## src/hw/rtl/uitp_pkg.sv

```systemverilog
// Package for the unsigned integer text parser: word types, constants and defaults.
`default_nettype none
package uitp_pkg;

  localparam int unsigned MAX_LEN_DEF     = 4095;
  localparam int unsigned VALUE_WIDTH_DEF = 64;

  localparam int unsigned BASE_W   = 6;
  localparam int unsigned DIGIT_W  = 6;
  localparam int unsigned END_W    = 12;
  localparam int unsigned OUT_VAL_W = 64;

  localparam logic [BASE_W-1:0] BASE_RESET = 6'd10;
  localparam logic [BASE_W-1:0] BASE_AUTO  = 6'd0;
  localparam logic [BASE_W-1:0] BASE_ONE   = 6'd1;
  localparam logic [BASE_W-1:0] BASE_TWO   = 6'd2;
  localparam logic [BASE_W-1:0] BASE_OCT   = 6'd8;
  localparam logic [BASE_W-1:0] BASE_DEC   = 6'd10;
  localparam logic [BASE_W-1:0] BASE_HEX   = 6'd16;
  localparam logic [BASE_W-1:0] BASE_MAX   = 6'd36;

  // Digit code for a byte that is neither a decimal digit nor a letter.
  localparam logic [DIGIT_W-1:0] DIGIT_NONE = 6'd63;

  localparam logic [7:0] CH_ZERO  = 8'h30;
  localparam logic [7:0] CH_NINE  = 8'h39;
  localparam logic [7:0] CH_UPA   = 8'h41;
  localparam logic [7:0] CH_UPZ   = 8'h5A;
  localparam logic [7:0] CH_LOA   = 8'h61;
  localparam logic [7:0] CH_LOZ   = 8'h7A;
  localparam logic [7:0] CH_UPX   = 8'h58;
  localparam logic [7:0] CH_LOX   = 8'h78;
  localparam logic [7:0] CH_SPACE = 8'h20;
  localparam logic [7:0] CH_TAB   = 8'h09;
  localparam logic [7:0] CH_CR    = 8'h0D;

  localparam int unsigned Q_DEPTH = 2;
  localparam int unsigned Q_PTR_W = 1;
  localparam int unsigned Q_CNT_W = 2;

  typedef struct packed {
    logic [7:0] char_code;
    logic       string_start;
  } in_word_t;

  typedef struct packed {
    logic [OUT_VAL_W-1:0] parsed_value;
    logic [END_W-1:0]     end_offset;
    logic                 digits_found;
    logic                 value_overflowed;
  } out_word_t;

  // A character after classification by the front end.
  typedef struct packed {
    logic               start;
    logic               is_space;
    logic               is_zero;
    logic               is_x;
    logic [DIGIT_W-1:0] digit;
  } class_t;

  typedef struct packed {
    logic   valid;
    class_t data;
  } q_head_t;

endpackage
`default_nettype wire

```

## src/hw/rtl/uitp_front.sv

```systemverilog
// Front end: accepts input words and classifies each character.
`default_nettype none
module uitp_front (
  input  wire logic              in_valid,
  output logic                   in_ready,
  input  wire uitp_pkg::in_word_t in_data,
  input  wire logic              q_full,
  output logic                   q_push,
  output uitp_pkg::class_t       q_push_data
);

  logic [7:0] c;

  assign c        = in_data.char_code;
  assign in_ready = !q_full;
  assign q_push   = in_valid && !q_full;

  always_comb begin
    q_push_data.start    = in_data.string_start;
    q_push_data.is_space = (c == uitp_pkg::CH_SPACE) ||
                           (c >= uitp_pkg::CH_TAB && c <= uitp_pkg::CH_CR);
    q_push_data.is_zero  = (c == uitp_pkg::CH_ZERO);
    q_push_data.is_x     = (c == uitp_pkg::CH_LOX) || (c == uitp_pkg::CH_UPX);
    if (c >= uitp_pkg::CH_ZERO && c <= uitp_pkg::CH_NINE) begin
      q_push_data.digit = uitp_pkg::DIGIT_W'(c - uitp_pkg::CH_ZERO);
    end else if (c >= uitp_pkg::CH_LOA && c <= uitp_pkg::CH_LOZ) begin
      q_push_data.digit = uitp_pkg::DIGIT_W'(c - uitp_pkg::CH_LOA + 8'd10);
    end else if (c >= uitp_pkg::CH_UPA && c <= uitp_pkg::CH_UPZ) begin
      q_push_data.digit = uitp_pkg::DIGIT_W'(c - uitp_pkg::CH_UPA + 8'd10);
    end else begin
      q_push_data.digit = uitp_pkg::DIGIT_NONE;
    end
  end

endmodule
`default_nettype wire

```

## src/hw/rtl/uitp_queue.sv

```systemverilog
// Short queue of classified characters between the front and back ends.
`default_nettype none
module uitp_queue (
  input  wire logic             clk,
  input  wire logic             rst_n,
  input  wire logic             push,
  input  wire uitp_pkg::class_t push_data,
  input  wire logic             pop,
  output logic                  full,
  output uitp_pkg::q_head_t     head
);

  uitp_pkg::class_t                entries_r [uitp_pkg::Q_DEPTH];
  logic [uitp_pkg::Q_PTR_W-1:0]    wr_ptr_r, wr_ptr_nxt;
  logic [uitp_pkg::Q_PTR_W-1:0]    rd_ptr_r, rd_ptr_nxt;
  logic [uitp_pkg::Q_CNT_W-1:0]    count_r, count_nxt;
  logic                            do_pop;

  assign full       = (count_r == uitp_pkg::Q_CNT_W'(uitp_pkg::Q_DEPTH));
  assign head.valid = (count_r != '0);
  assign head.data  = entries_r[rd_ptr_r];
  assign do_pop     = pop && head.valid;

  always_comb begin
    wr_ptr_nxt = push   ? wr_ptr_r + 1'b1 : wr_ptr_r;
    rd_ptr_nxt = do_pop ? rd_ptr_r + 1'b1 : rd_ptr_r;
    count_nxt  = count_r;
    if (push && !do_pop) begin
      count_nxt = count_r + 1'b1;
    end else if (!push && do_pop) begin
      count_nxt = count_r - 1'b1;
    end
  end

  always_ff @(posedge clk) begin
    if (!rst_n) begin
      wr_ptr_r <= '0;
      rd_ptr_r <= '0;
      count_r  <= '0;
    end else begin
      wr_ptr_r <= wr_ptr_nxt;
      rd_ptr_r <= rd_ptr_nxt;
      count_r  <= count_nxt;
    end
  end

  always_ff @(posedge clk) begin
    if (push) begin
      entries_r[wr_ptr_r] <= push_data;
    end
  end

endmodule
`default_nettype wire

```

## src/hw/rtl/uitp_back.sv

```systemverilog
// Back end: parse state machine, digit accumulator and result register.
`default_nettype none
module uitp_back #(
  parameter int unsigned MAX_LEN     = uitp_pkg::MAX_LEN_DEF,
  parameter int unsigned VALUE_WIDTH = uitp_pkg::VALUE_WIDTH_DEF
) (
  input  wire logic                          clk,
  input  wire logic                          rst_n,
  input  wire logic [uitp_pkg::BASE_W-1:0]   cfg_base,
  input  wire uitp_pkg::q_head_t             head,
  output logic                               q_pop,
  output logic                               out_valid,
  input  wire logic                          out_ready,
  output uitp_pkg::out_word_t                out_data
);

  localparam int unsigned CW = $clog2(MAX_LEN + 1);
  localparam logic [CW-1:0] LEN_LIMIT = CW'(MAX_LEN);
  localparam int unsigned PW = VALUE_WIDTH + 7;

  typedef enum logic [4:0] {
    PH_DONE   = 5'b00001,
    PH_SPACE  = 5'b00010,
    PH_ZERO   = 5'b00100,
    PH_XSEEN  = 5'b01000,
    PH_DIGITS = 5'b10000
  } phase_t;

  phase_t                        phase_r, phase_nxt;
  logic [uitp_pkg::BASE_W-1:0]   wbase_r, wbase_nxt;
  logic [VALUE_WIDTH-1:0]        acc_r, acc_nxt;
  logic [CW-1:0]                 cnt_r, cnt_nxt;
  logic [CW-1:0]                 saved_r, saved_nxt;
  logic                          any_r, any_nxt;
  logic                          ovf_r, ovf_nxt;
  logic                          out_valid_r, out_valid_nxt;
  uitp_pkg::out_word_t           out_data_r, out_data_nxt;

  uitp_pkg::class_t              cls;
  logic                          emit;
  logic                          digit_step;
  logic [CW-1:0]                 end_cnt;
  logic [PW-1:0]                 sum;
  logic [CW+uitp_pkg::END_W-1:0] end_wide;
  logic [uitp_pkg::OUT_VAL_W+VALUE_WIDTH-1:0] val_wide;

  assign cls   = head.data;
  assign q_pop = head.valid && (!out_valid_r || out_ready);

  always_comb begin
    phase_nxt  = phase_r;
    wbase_nxt  = wbase_r;
    acc_nxt    = acc_r;
    cnt_nxt    = cnt_r;
    saved_nxt  = saved_r;
    any_nxt    = any_r;
    ovf_nxt    = ovf_r;
    emit       = 1'b0;
    digit_step = 1'b0;
    end_cnt    = '0;
    sum        = '0;

    // A start flag opens a new string and drops any string still open.
    if (cls.start) begin
      phase_nxt = PH_SPACE;
      wbase_nxt = cfg_base;
      acc_nxt   = '0;
      cnt_nxt   = '0;
      saved_nxt = '0;
      any_nxt   = 1'b0;
      ovf_nxt   = 1'b0;
    end

    priority if (phase_nxt == PH_DONE) begin
      emit = 1'b0;
    end else if (cnt_nxt >= LEN_LIMIT) begin
      emit    = 1'b1;
      end_cnt = (phase_nxt == PH_XSEEN) ? saved_nxt : cnt_nxt;
    end else begin
      unique case (phase_nxt)
        PH_SPACE: begin
          if (cls.is_space) begin
            cnt_nxt = cnt_nxt + 1'b1;
          end else if (wbase_nxt == uitp_pkg::BASE_ONE ||
                       wbase_nxt > uitp_pkg::BASE_MAX) begin
            emit    = 1'b1;
            end_cnt = '0;
          end else if (cls.is_zero && (wbase_nxt == uitp_pkg::BASE_AUTO ||
                                       wbase_nxt == uitp_pkg::BASE_HEX)) begin
            phase_nxt = PH_ZERO;
            any_nxt   = 1'b1;
            cnt_nxt   = cnt_nxt + 1'b1;
            saved_nxt = cnt_nxt;
          end else begin
            if (wbase_nxt == uitp_pkg::BASE_AUTO) begin
              wbase_nxt = uitp_pkg::BASE_DEC;
            end
            digit_step = 1'b1;
          end
        end
        PH_ZERO: begin
          if (cls.is_x) begin
            phase_nxt = PH_XSEEN;
            cnt_nxt   = cnt_nxt + 1'b1;
          end else begin
            if (wbase_nxt == uitp_pkg::BASE_AUTO) begin
              wbase_nxt = uitp_pkg::BASE_OCT;
            end
            digit_step = 1'b1;
          end
        end
        PH_XSEEN: begin
          wbase_nxt = uitp_pkg::BASE_HEX;
          // No hex digit after the x: the number ends just after the zero.
          if (cls.digit >= uitp_pkg::BASE_HEX) begin
            emit    = 1'b1;
            end_cnt = saved_nxt;
          end else begin
            digit_step = 1'b1;
          end
        end
        PH_DIGITS: begin
          digit_step = 1'b1;
        end
        default: begin
          emit = 1'b0;
        end
      endcase
    end

    if (digit_step) begin
      if (wbase_nxt < uitp_pkg::BASE_TWO || cls.digit >= wbase_nxt) begin
        emit    = 1'b1;
        end_cnt = cnt_nxt;
      end else begin
        sum = {7'b0, acc_nxt} * {{(VALUE_WIDTH + 1){1'b0}}, wbase_nxt}
              + {{(VALUE_WIDTH + 1){1'b0}}, cls.digit};
        ovf_nxt   = ovf_nxt | (|sum[PW-1:VALUE_WIDTH]);
        acc_nxt   = sum[VALUE_WIDTH-1:0];
        any_nxt   = 1'b1;
        cnt_nxt   = cnt_nxt + 1'b1;
        phase_nxt = PH_DIGITS;
      end
    end

    if (emit) begin
      phase_nxt = PH_DONE;
    end
  end

  assign end_wide = {{uitp_pkg::END_W{1'b0}}, end_cnt};
  assign val_wide = {{uitp_pkg::OUT_VAL_W{1'b0}}, acc_nxt};

  always_comb begin
    out_valid_nxt = out_valid_r;
    out_data_nxt  = out_data_r;
    if (q_pop && emit) begin
      out_valid_nxt                 = 1'b1;
      out_data_nxt.parsed_value     = val_wide[uitp_pkg::OUT_VAL_W-1:0];
      out_data_nxt.end_offset       = any_nxt ? end_wide[uitp_pkg::END_W-1:0] : '0;
      out_data_nxt.digits_found     = any_nxt;
      out_data_nxt.value_overflowed = ovf_nxt;
    end else if (out_ready) begin
      out_valid_nxt = 1'b0;
    end
  end

  always_ff @(posedge clk) begin
    if (!rst_n) begin
      phase_r     <= PH_DONE;
      wbase_r     <= '0;
      acc_r       <= '0;
      cnt_r       <= '0;
      saved_r     <= '0;
      any_r       <= 1'b0;
      ovf_r       <= 1'b0;
      out_valid_r <= 1'b0;
    end else begin
      out_valid_r <= out_valid_nxt;
      if (q_pop) begin
        phase_r <= phase_nxt;
        wbase_r <= wbase_nxt;
        acc_r   <= acc_nxt;
        cnt_r   <= cnt_nxt;
        saved_r <= saved_nxt;
        any_r   <= any_nxt;
        ovf_r   <= ovf_nxt;
      end
    end
  end

  always_ff @(posedge clk) begin
    out_data_r <= out_data_nxt;
  end

  assign out_valid = out_valid_r;
  assign out_data  = out_data_r;

endmodule
`default_nettype wire

```

## src/hw/rtl/unsigned_integer_text_parser_core.sv

```systemverilog
// Top level of the unsigned integer text parser: base register, front, queue and back.
//
//   channel  direction  handshake               word
//   in_      input      in_valid / in_ready     char_code, string_start
//   out_     output     out_valid / out_ready   parsed_value, end_offset, digits_found,
//                                               value_overflowed
//   cfg_     input      cfg_we                  cfg_wdata
//
// One character per cycle is sustained while results are taken; out_valid rises once the
// character that ends its number has passed a queue entry and then the result register.
// The per-character multiply-add by the base in the back end sets that rate.
// Reset is synchronous and clears the queue, the parse state and the result valid;
// the base register returns to 10. A stalled result holds the back end, and the
// two-entry queue lets the input keep taking words until it fills.
`default_nettype none
module unsigned_integer_text_parser_core #(
  parameter int unsigned MAX_LEN     = uitp_pkg::MAX_LEN_DEF,
  parameter int unsigned VALUE_WIDTH = uitp_pkg::VALUE_WIDTH_DEF
) (
  input  wire logic                        clk,
  input  wire logic                        rst_n,
  input  wire logic                        in_valid,
  output logic                             in_ready,
  input  wire uitp_pkg::in_word_t          in_data,
  output logic                             out_valid,
  input  wire logic                        out_ready,
  output uitp_pkg::out_word_t              out_data,
  input  wire logic                        cfg_we,
  input  wire logic [uitp_pkg::BASE_W-1:0] cfg_wdata
);

  logic [uitp_pkg::BASE_W-1:0] base_r, base_nxt;
  logic                        q_full;
  logic                        q_push;
  uitp_pkg::class_t            q_push_data;
  logic                        q_pop;
  uitp_pkg::q_head_t           q_head;

  assign base_nxt = cfg_we ? cfg_wdata : base_r;

  always_ff @(posedge clk) begin
    if (!rst_n) begin
      base_r <= uitp_pkg::BASE_RESET;
    end else begin
      base_r <= base_nxt;
    end
  end

  uitp_front u_front (
    .in_valid    (in_valid),
    .in_ready    (in_ready),
    .in_data     (in_data),
    .q_full      (q_full),
    .q_push      (q_push),
    .q_push_data (q_push_data)
  );

  uitp_queue u_queue (
    .clk       (clk),
    .rst_n     (rst_n),
    .push      (q_push),
    .push_data (q_push_data),
    .pop       (q_pop),
    .full      (q_full),
    .head      (q_head)
  );

  uitp_back #(
    .MAX_LEN     (MAX_LEN),
    .VALUE_WIDTH (VALUE_WIDTH)
  ) u_back (
    .clk       (clk),
    .rst_n     (rst_n),
    .cfg_base  (base_r),
    .head      (q_head),
    .q_pop     (q_pop),
    .out_valid (out_valid),
    .out_ready (out_ready),
    .out_data  (out_data)
  );

endmodule
`default_nettype wire

```

## config.mk

```make
export PLATFORM = sky130hd
export DESIGN_NAME = unsigned_integer_text_parser_core
export DESIGN_NICKNAME = d
export VERILOG_FILES = /design/src/hw/rtl/uitp_pkg.sv /design/src/hw/rtl/uitp_front.sv /design/src/hw/rtl/uitp_queue.sv /design/src/hw/rtl/uitp_back.sv /design/src/hw/rtl/unsigned_integer_text_parser_core.sv
export SDC_FILE = /design/constraint.sdc
export NUM_CORES = 1
export LEC_CHECK = 0
export BUFFER_PORTS_ARGS = -buffer_cell sky130_fd_sc_hd__buf_4
export CAP_MARGIN = 0
export CORE_UTILIZATION = 30
export CTS_CLUSTER_SIZE = 14
export DETAILED_ROUTE_END_ITERATION = 8
export PLACE_DENSITY = 0.48
export REMOVE_ABC_BUFFERS = 1
export SLEW_MARGIN = 10
export SYNTH_ARGS = -nofsm -noshare
export SYNTH_HDL_FRONTEND = slang
export SYNTH_SLANG_ARGS = --single-unit
```

## constraint.sdc

```tcl
create_clock -name clk -period 9.4 [get_ports clk]
set_input_delay 1.88 -clock clk [delete_from_list [all_inputs] [get_ports clk]]
set_output_delay 1.88 -clock clk [all_outputs]
set_load 0.1 [all_outputs]
```

## Word level (Yosys, flattened, before mapping)

Memories as Yosys holds them, arrays and structs flattened. A register that Yosys moved wholly into a read port is not among the register bits.
Index checks and enable logic that the tools add are counted.

- Register bits: 190
- Memory bits (writable): 20
- Input port bits: 20
- Output and inout bits: 80
- Logic and storage cells: 169
- Memories kept: 1

- Add/sub/neg operators: 12
- Multiply operators: 1
- $lt $le $gt $ge: 13
- Eq/ne operators: 12
- Mux-type cells: 87
- Bitwise gates (word level): 1
- Reduce and logical (&&, ||, !) cells: 26

Memories:

| memory | words | width | read ports | clocked after memory_dff | write ports | RTL line | source |
|---|---|---|---|---|---|---|---|
| u_queue.entries_r | 2 | 10 | 1 | 1 | 1 | uitp_queue.sv:13 | `uitp_pkg::class_t entries_r [uitp_pkg::Q_DEPTH];` |

Operators with widths:

| operator | count |
|---|---|
| 2-to-1 mux 12 bit | 23 |
| 2-to-1 mux 64 bit | 3 |
| 2-to-1 mux 6 bit | 12 |
| adder 70 x 6 -> 71 bit | 1 |
| multiplier 64 x 6 -> 70 bit | 1 |
| 2-to-1 mux 5 bit | 10 |
| 2-to-1 mux 1 bit | 32 |
| adder 12 x 1 -> 12 bit (second input constant) | 2 |
| one-hot mux 12 bit (2 select lines) | 1 |
| one-hot mux 6 bit (3 select lines) | 1 |
| == test 8 x 6 -> 1 bit (second input constant) | 2 |
| == test 8 x 7 -> 1 bit (second input constant) | 2 |
| >= comparator 8 x 7 -> 1 bit (second input constant) | 2 |
| <= comparator 8 x 7 -> 1 bit (second input constant) | 2 |
| adder 6 x 4 -> 6 bit (second input constant) | 2 |
| >= comparator 12 bit (second input constant) | 1 |
| subtractor 6 bit (second input constant) | 2 |
| logical AND 1 bit | 11 |
| one-hot mux 5 bit (2 select lines) | 1 |
| >= comparator 8 x 4 -> 1 bit (second input constant) | 1 |
| >= comparator 8 x 6 -> 1 bit (second input constant) | 1 |
| <= comparator 8 x 4 -> 1 bit (second input constant) | 1 |
| <= comparator 8 x 6 -> 1 bit (second input constant) | 1 |
| OR reduction 7 bit | 1 |
| 24 further kinds | 36 |

## Longest topological paths before layout

- Word-level depth: 16
- Mapped depth: 35
- Mapped depth without buffers: 30

## Hierarchy

Synthesis repeated with hierarchy kept, for this count alone.

- Cells, all modules: 2,519
- Area total of the unflattened synthesis: 22,643.0 um^2

By module, submodules not included:

| module | times used | cells an instance | area each (um^2) | sequential area each (um^2) |
|---|---|---|---|---|
| uitp_back | 1 | 2,379 | 20,968.9 | 4,384.2 |
| uitp_queue | 1 | 53 | 938.4 | 700.7 |
| uitp_front | 1 | 68 | 511.7 | 0.0 |
| unsigned_integer_text_parser_core | 1 | 19 | 224.0 | 120.1 |

## Worst setup path after synthesis

No wires, ideal clock.

- Path kind: reg-to-reg
- From: register (tool-made name)
- To: register u_back.out_data_r (netlist bit u_back.out_data[0]) (data pin)
- Setup time: 271 ps
- Arrival: 8,102 ps
- Required time: 9,129 ps
- Path slack: 1,027 ps
- Cell stages (with the launch flop): 31
- Buffers on the path: 6
- Period minus slack after synthesis: 8,373 ps
- Path through: dfxtp_1 -> clkbuf_1 -> mux2i_1 -> clkbuf_1 -> clkbuf_1 -> nand2_1 -> inv_1 -> ha_1 -> nand3_1 -> or4_1 -> o21a_1 -> nand2b_1 -> and3_1 -> clkbuf_1 -> clkbuf_1 -> nor2_1 -> fa_1 -> fa_1 -> fa_1 -> ha_1 -> ha_1 -> clkbuf_1 -> a21oi_1 -> o21ai_0 -> or3_1 -> o21ai_0 -> nand2_1 -> o311ai_0 -> o211ai_1 -> nor4b_1 -> o21ai_0

RTL lines:

| item | RTL line | source |
|---|---|---|
| end signal, assigned | uitp_back.sv:193 | `out_data_r <= out_data_nxt;` |
| end, declared | uitp_back.sv:37 | `uitp_pkg::out_word_t out_data_r, out_data_nxt;` |

==> results by group <==
Critical path
  – Crit path launch type: register
  – Reg-to-reg endpoint: u_back.out_data[0]
  – WP data arrival: 8.94 ns
  – Crit Path Max Fanout: 35
  – Reg2Reg Setup Slack: 0.76 ns
  – Critical path's largest stage delay: 0.59 ns
  – Family with the most delay on the worst path: adder cells
  – Crit. End Element: register
  – Worst path bufs/invs: 3
  – Setup CP Type: reg -> reg
  – R2R cell count: 27
  – Slowest stage cell, crit path: or4_1
  – CP required: 9.70 ns

STA
  – Final Max Tran Viols: 0
  – Final Worst Setup Slack: 0.761 ns
  – Worst Tran Pin Value: 1.18 ns
  – Tcrit/Tclk final: 91.9%
  – Final hold viol count: 0
  – Minimum clock period: 8.64 ns
  – Setup Skew: 0.0170 ns
  – Achievable Freq: 116 MHz
  – Unrepaired setup endpoints after global routing: no
  – Relative slew slack: 21.2%
  – Setup Viol. Count Final: 0

Logic synthesis
  – Top cell type's share of synthesized area: 22.2%
  – Ys Warns: 0
  – Synth area leaders: fa_1 22%, edfxtp_1 13%, dfxtp_1 10%
  – Mux cell area share after synthesis: 2.16%
  – Post-synthesis compound-gate area fraction: 14.7%
  – Synth Area in Simple Gates: 21.4%
  – Synth Flop Type: dfxtp_1
  – Yosys cell types: 72
  – Async SR Flop Fraction: 0%
  – Post-Synth XOR/XNOR Area: 3.32%
  – Gate count of the mapped netlist: 2625
  – Register area share after synthesis: 22.9%
  – Largest family of logic cells by synthesized area: adder cells
  – Synthesis-stage register bit count: 211
  – Mean Syn Cell Area: 8.65 µm²
  – Yosys top cell by area: fa_1
  – Post-synth top cells: 507 x nor2_1, 293 x nand2_1, 252 x fa_1
  – Post-Synth Adder-Cell Area: 31.5%
  – Post-synth EDFFs: 98
  – Count leader, synth: nor2_1
  – Post-synthesis cell area: 22700 µm²

Clocking
  – Post-CTS Setup Bufs: 0
  – Cts hold-fix bufs: 0
  – Clock-pin slew on the worst setup and hold paths: 0.06 ns
  – H-tree depth: 1
  – Root Buffer: clkbuf_16
  – Skew-Pair Late Insertion Delay: 0.61 ns
  – Sink Count: 211
  – Clock buffer depth: 3
  – Post-CTS Resized: 0
  – CTS Buf Count: 29
  – CTS tree: built

Hold path
  – Hold path start: u_back.acc_r[21]
  – Min-Delay Path Depth: 2
  – HP Class: reg -> reg
  – WHS Endpoint: u_back.acc_r[21]

Detailed routing
  – DRC viols: 0
  – Post-Route WL: 68900 µm
  – WL/cell: 19.0 µm
  – Starting DRC count in detailed routing: 1350
  – Drt via density: 5.32
  – Post-detailed-route count of antenna-violating nets: 0
  – DR pass1 iterations: 5
  – Vias post-DR: 19.2k

Placement
  – Port bufs: 99
  – Dpl hpwl: 51900 µm
  – Post-placement cell count: 3566
  – Pre-CTS setup slack: 0.607 ns
  – Area after DPL: 24300 µm²
  – RePlAce Congestion: 0.874

GRT
  – Largest net degree at the start of global routing: 77
  – Grt ovf: 0
  – GR Util All Layers: 18.0%
  – Vias in the first global route: 19.8k
  – First-pass GRT wire length: 112000 µm
  – Initial antenna violation count: 1

Floorplan
  – Total core area: 74700 µm²
  – Floorplan row count: 100
  – Die width: 277 µm
  – Effective utilization at floorplan: 30.4%
  – # IOs: 100
  – Die area: 76800 µm²
  – Die H: 277 µm

Finish
  – Post-route design area: 25300 µm²
  – Layout cell share with drive strength beyond 1: 8.64%
  – Final Util: 33.9%
  – Final nets: 3069
  – Finished Layout Cells: 3619
  – Ant diodes: 0
  – Syn-to-layout area delta: 11.6%

Power and ir drop
  – Logic pwr share: 55.3%
  – P_leak: 11.0 nW
  – NetSw: 2.82 mW
  – Internal: 2.77 mW
  – Power share of the clock group: 21.2%
  – Pwr dens: 220 nW/µm²
  – Flop pwr share: 23.5%
  – Overall power: 5.59 mW
  – Worst ir drop on vdd: 0.148 mV
  – Sw frac: 50.5%

Status
  – Status: finished, final reports clean

Job
  – Maxcap violations: 0
==> sequential cells by signal, summed over array words and instances, names as in the netlist, 5 cells and up, named ones only <==
name,flops
u_back.cnt_r,12
u_back.acc_r,64
u_back.out_data,78
u_back.phase_r,5
u_back.saved_r,12
base_r,6
u_back.wbase_r,6
u_queue.entries_r,20
==> area by class of cell <==
type,count,area [µm²]
Sequential cell,211,5200
Fill cell,7701,49400
Tap cell,969,1210
Multi-Input combinational cell,2175,16600
Timing Repair Buffer,126,950
Inverter,85,323
Clock inverter,19,262
Clock buffer,34,744
==> worst register-to-register path, cell delays in order (launching register included) <==
cell	delay [ns]
dfxtp_1	0.38
mux2i_4	0.41
nand2_1	0.12
inv_1	0.12
ha_1	0.23
nand3_1	0.17
or4_1	0.59
o21a_1	0.29
nand2b_1	0.24
and3_2	0.24
buf_4	0.39
buf_6	0.43
nor2_1	0.12
fa_1	0.50
fa_1	0.53
fa_1	0.49
ha_1	0.31
ha_1	0.46
a21oi_1	0.14
o21ai_0	0.30
a21oi_1	0.26
or4_1	0.58
o211ai_1	0.20
nor2_1	0.09
a21oi_1	0.16
o22ai_1	0.11
nor4b_2	0.35
o21ai_0	0.13
==> logic make-up (layout without fill, tap and decap cells) <==
logic type,after synthesis,count (layout)
AO/OA/AOI/OAI,522,522
XOR/XNOR,86,86
adder cells (fa/ha/maj),421,421
buffers and inverters,239,264
flip-flops,211,211
multiplexers,48,48
AND/OR/NAND/NOR,1098,1098
==> per-stage QoR <==
stage,hold WS [ns],TNS [ns]
detailed placement,0.450,0
finish,0.456,0
global route,0.485,0
floorplan,0.435,-767.03
CTS,0.458,0
global placement,0.442,0
==> worst max path at each step <==
| stage | start | end | slack (ns) | cells after the start |
|---|---|---|---|---|
| 3_5_place_dp | register | u_back.out_data[0] | 0.61 | 27 |
| 5_1_grt | register | u_back.out_data[77] | 0.03 | 28 |
| 4_1_cts | register | u_back.out_data[0] | 0.57 | 27 |
| 3_3_place_gp | register | u_back.out_data[0] | 0.76 | 27 |
| 6_report | register | u_back.out_data[0] | 0.76 | 27 |
| 2_1_floorplan | register | u_back.out_data[10] | -4.03 | 17 |
==> power by group through the flow <==
stage / Sequential (mW) / Clock [mW] / Combinational [mW]
6_report: 1.32 / 1.18 / 3.09
5_1_grt: 1.34 / 1.26 / 3.39
4_1_cts: 1.32 / 1.23 / 3.12
3_5_place_dp: 1.33 / 0 / 3.10
3_3_place_gp: 1.33 / 0 / 3.06
2_1_floorplan: 1.78 / 0 / 1.70
==> cells in the final DEF, fill, tap and decap left out, types with 22 or more instances in the layout <==
| master | n |
|---|---|
| o21ai_1 | 23 |
| ha_1 | 169 |
| xor2_1 | 28 |
| nor2_1 | 507 |
| buf_4 | 125 |
| nor3_1 | 27 |
| mux2i_1 | 39 |
| a31oi_1 | 31 |
| nand2_1 | 292 |
| nor2b_1 | 28 |
| o21ai_0 | 125 |
| nand4_1 | 46 |
| a21o_1 | 26 |
| nand3_1 | 48 |
| nand2b_1 | 22 |
| edfxtp_1 | 98 |
| clkbuf_16 | 29 |
| fa_1 | 252 |
| xnor2_1 | 58 |
| inv_1 | 82 |
| dfxtp_1 | 113 |
| a21oi_1 | 130 |
==> metal layers <==
layer  global-route usage (%)  routed length [µm]  share of wire [%]  up-vias
li1                         -                   -                  -     9045
met1                     25.5               32700                 47     9659
met2                     29.9               32100                 47      475
met3                     1.84                3170                4.6       57
met4                     3.29                 957                1.4        0
met5                        0                   0                  0        -
Note: power is estimated with default switching activity, not from simulation.
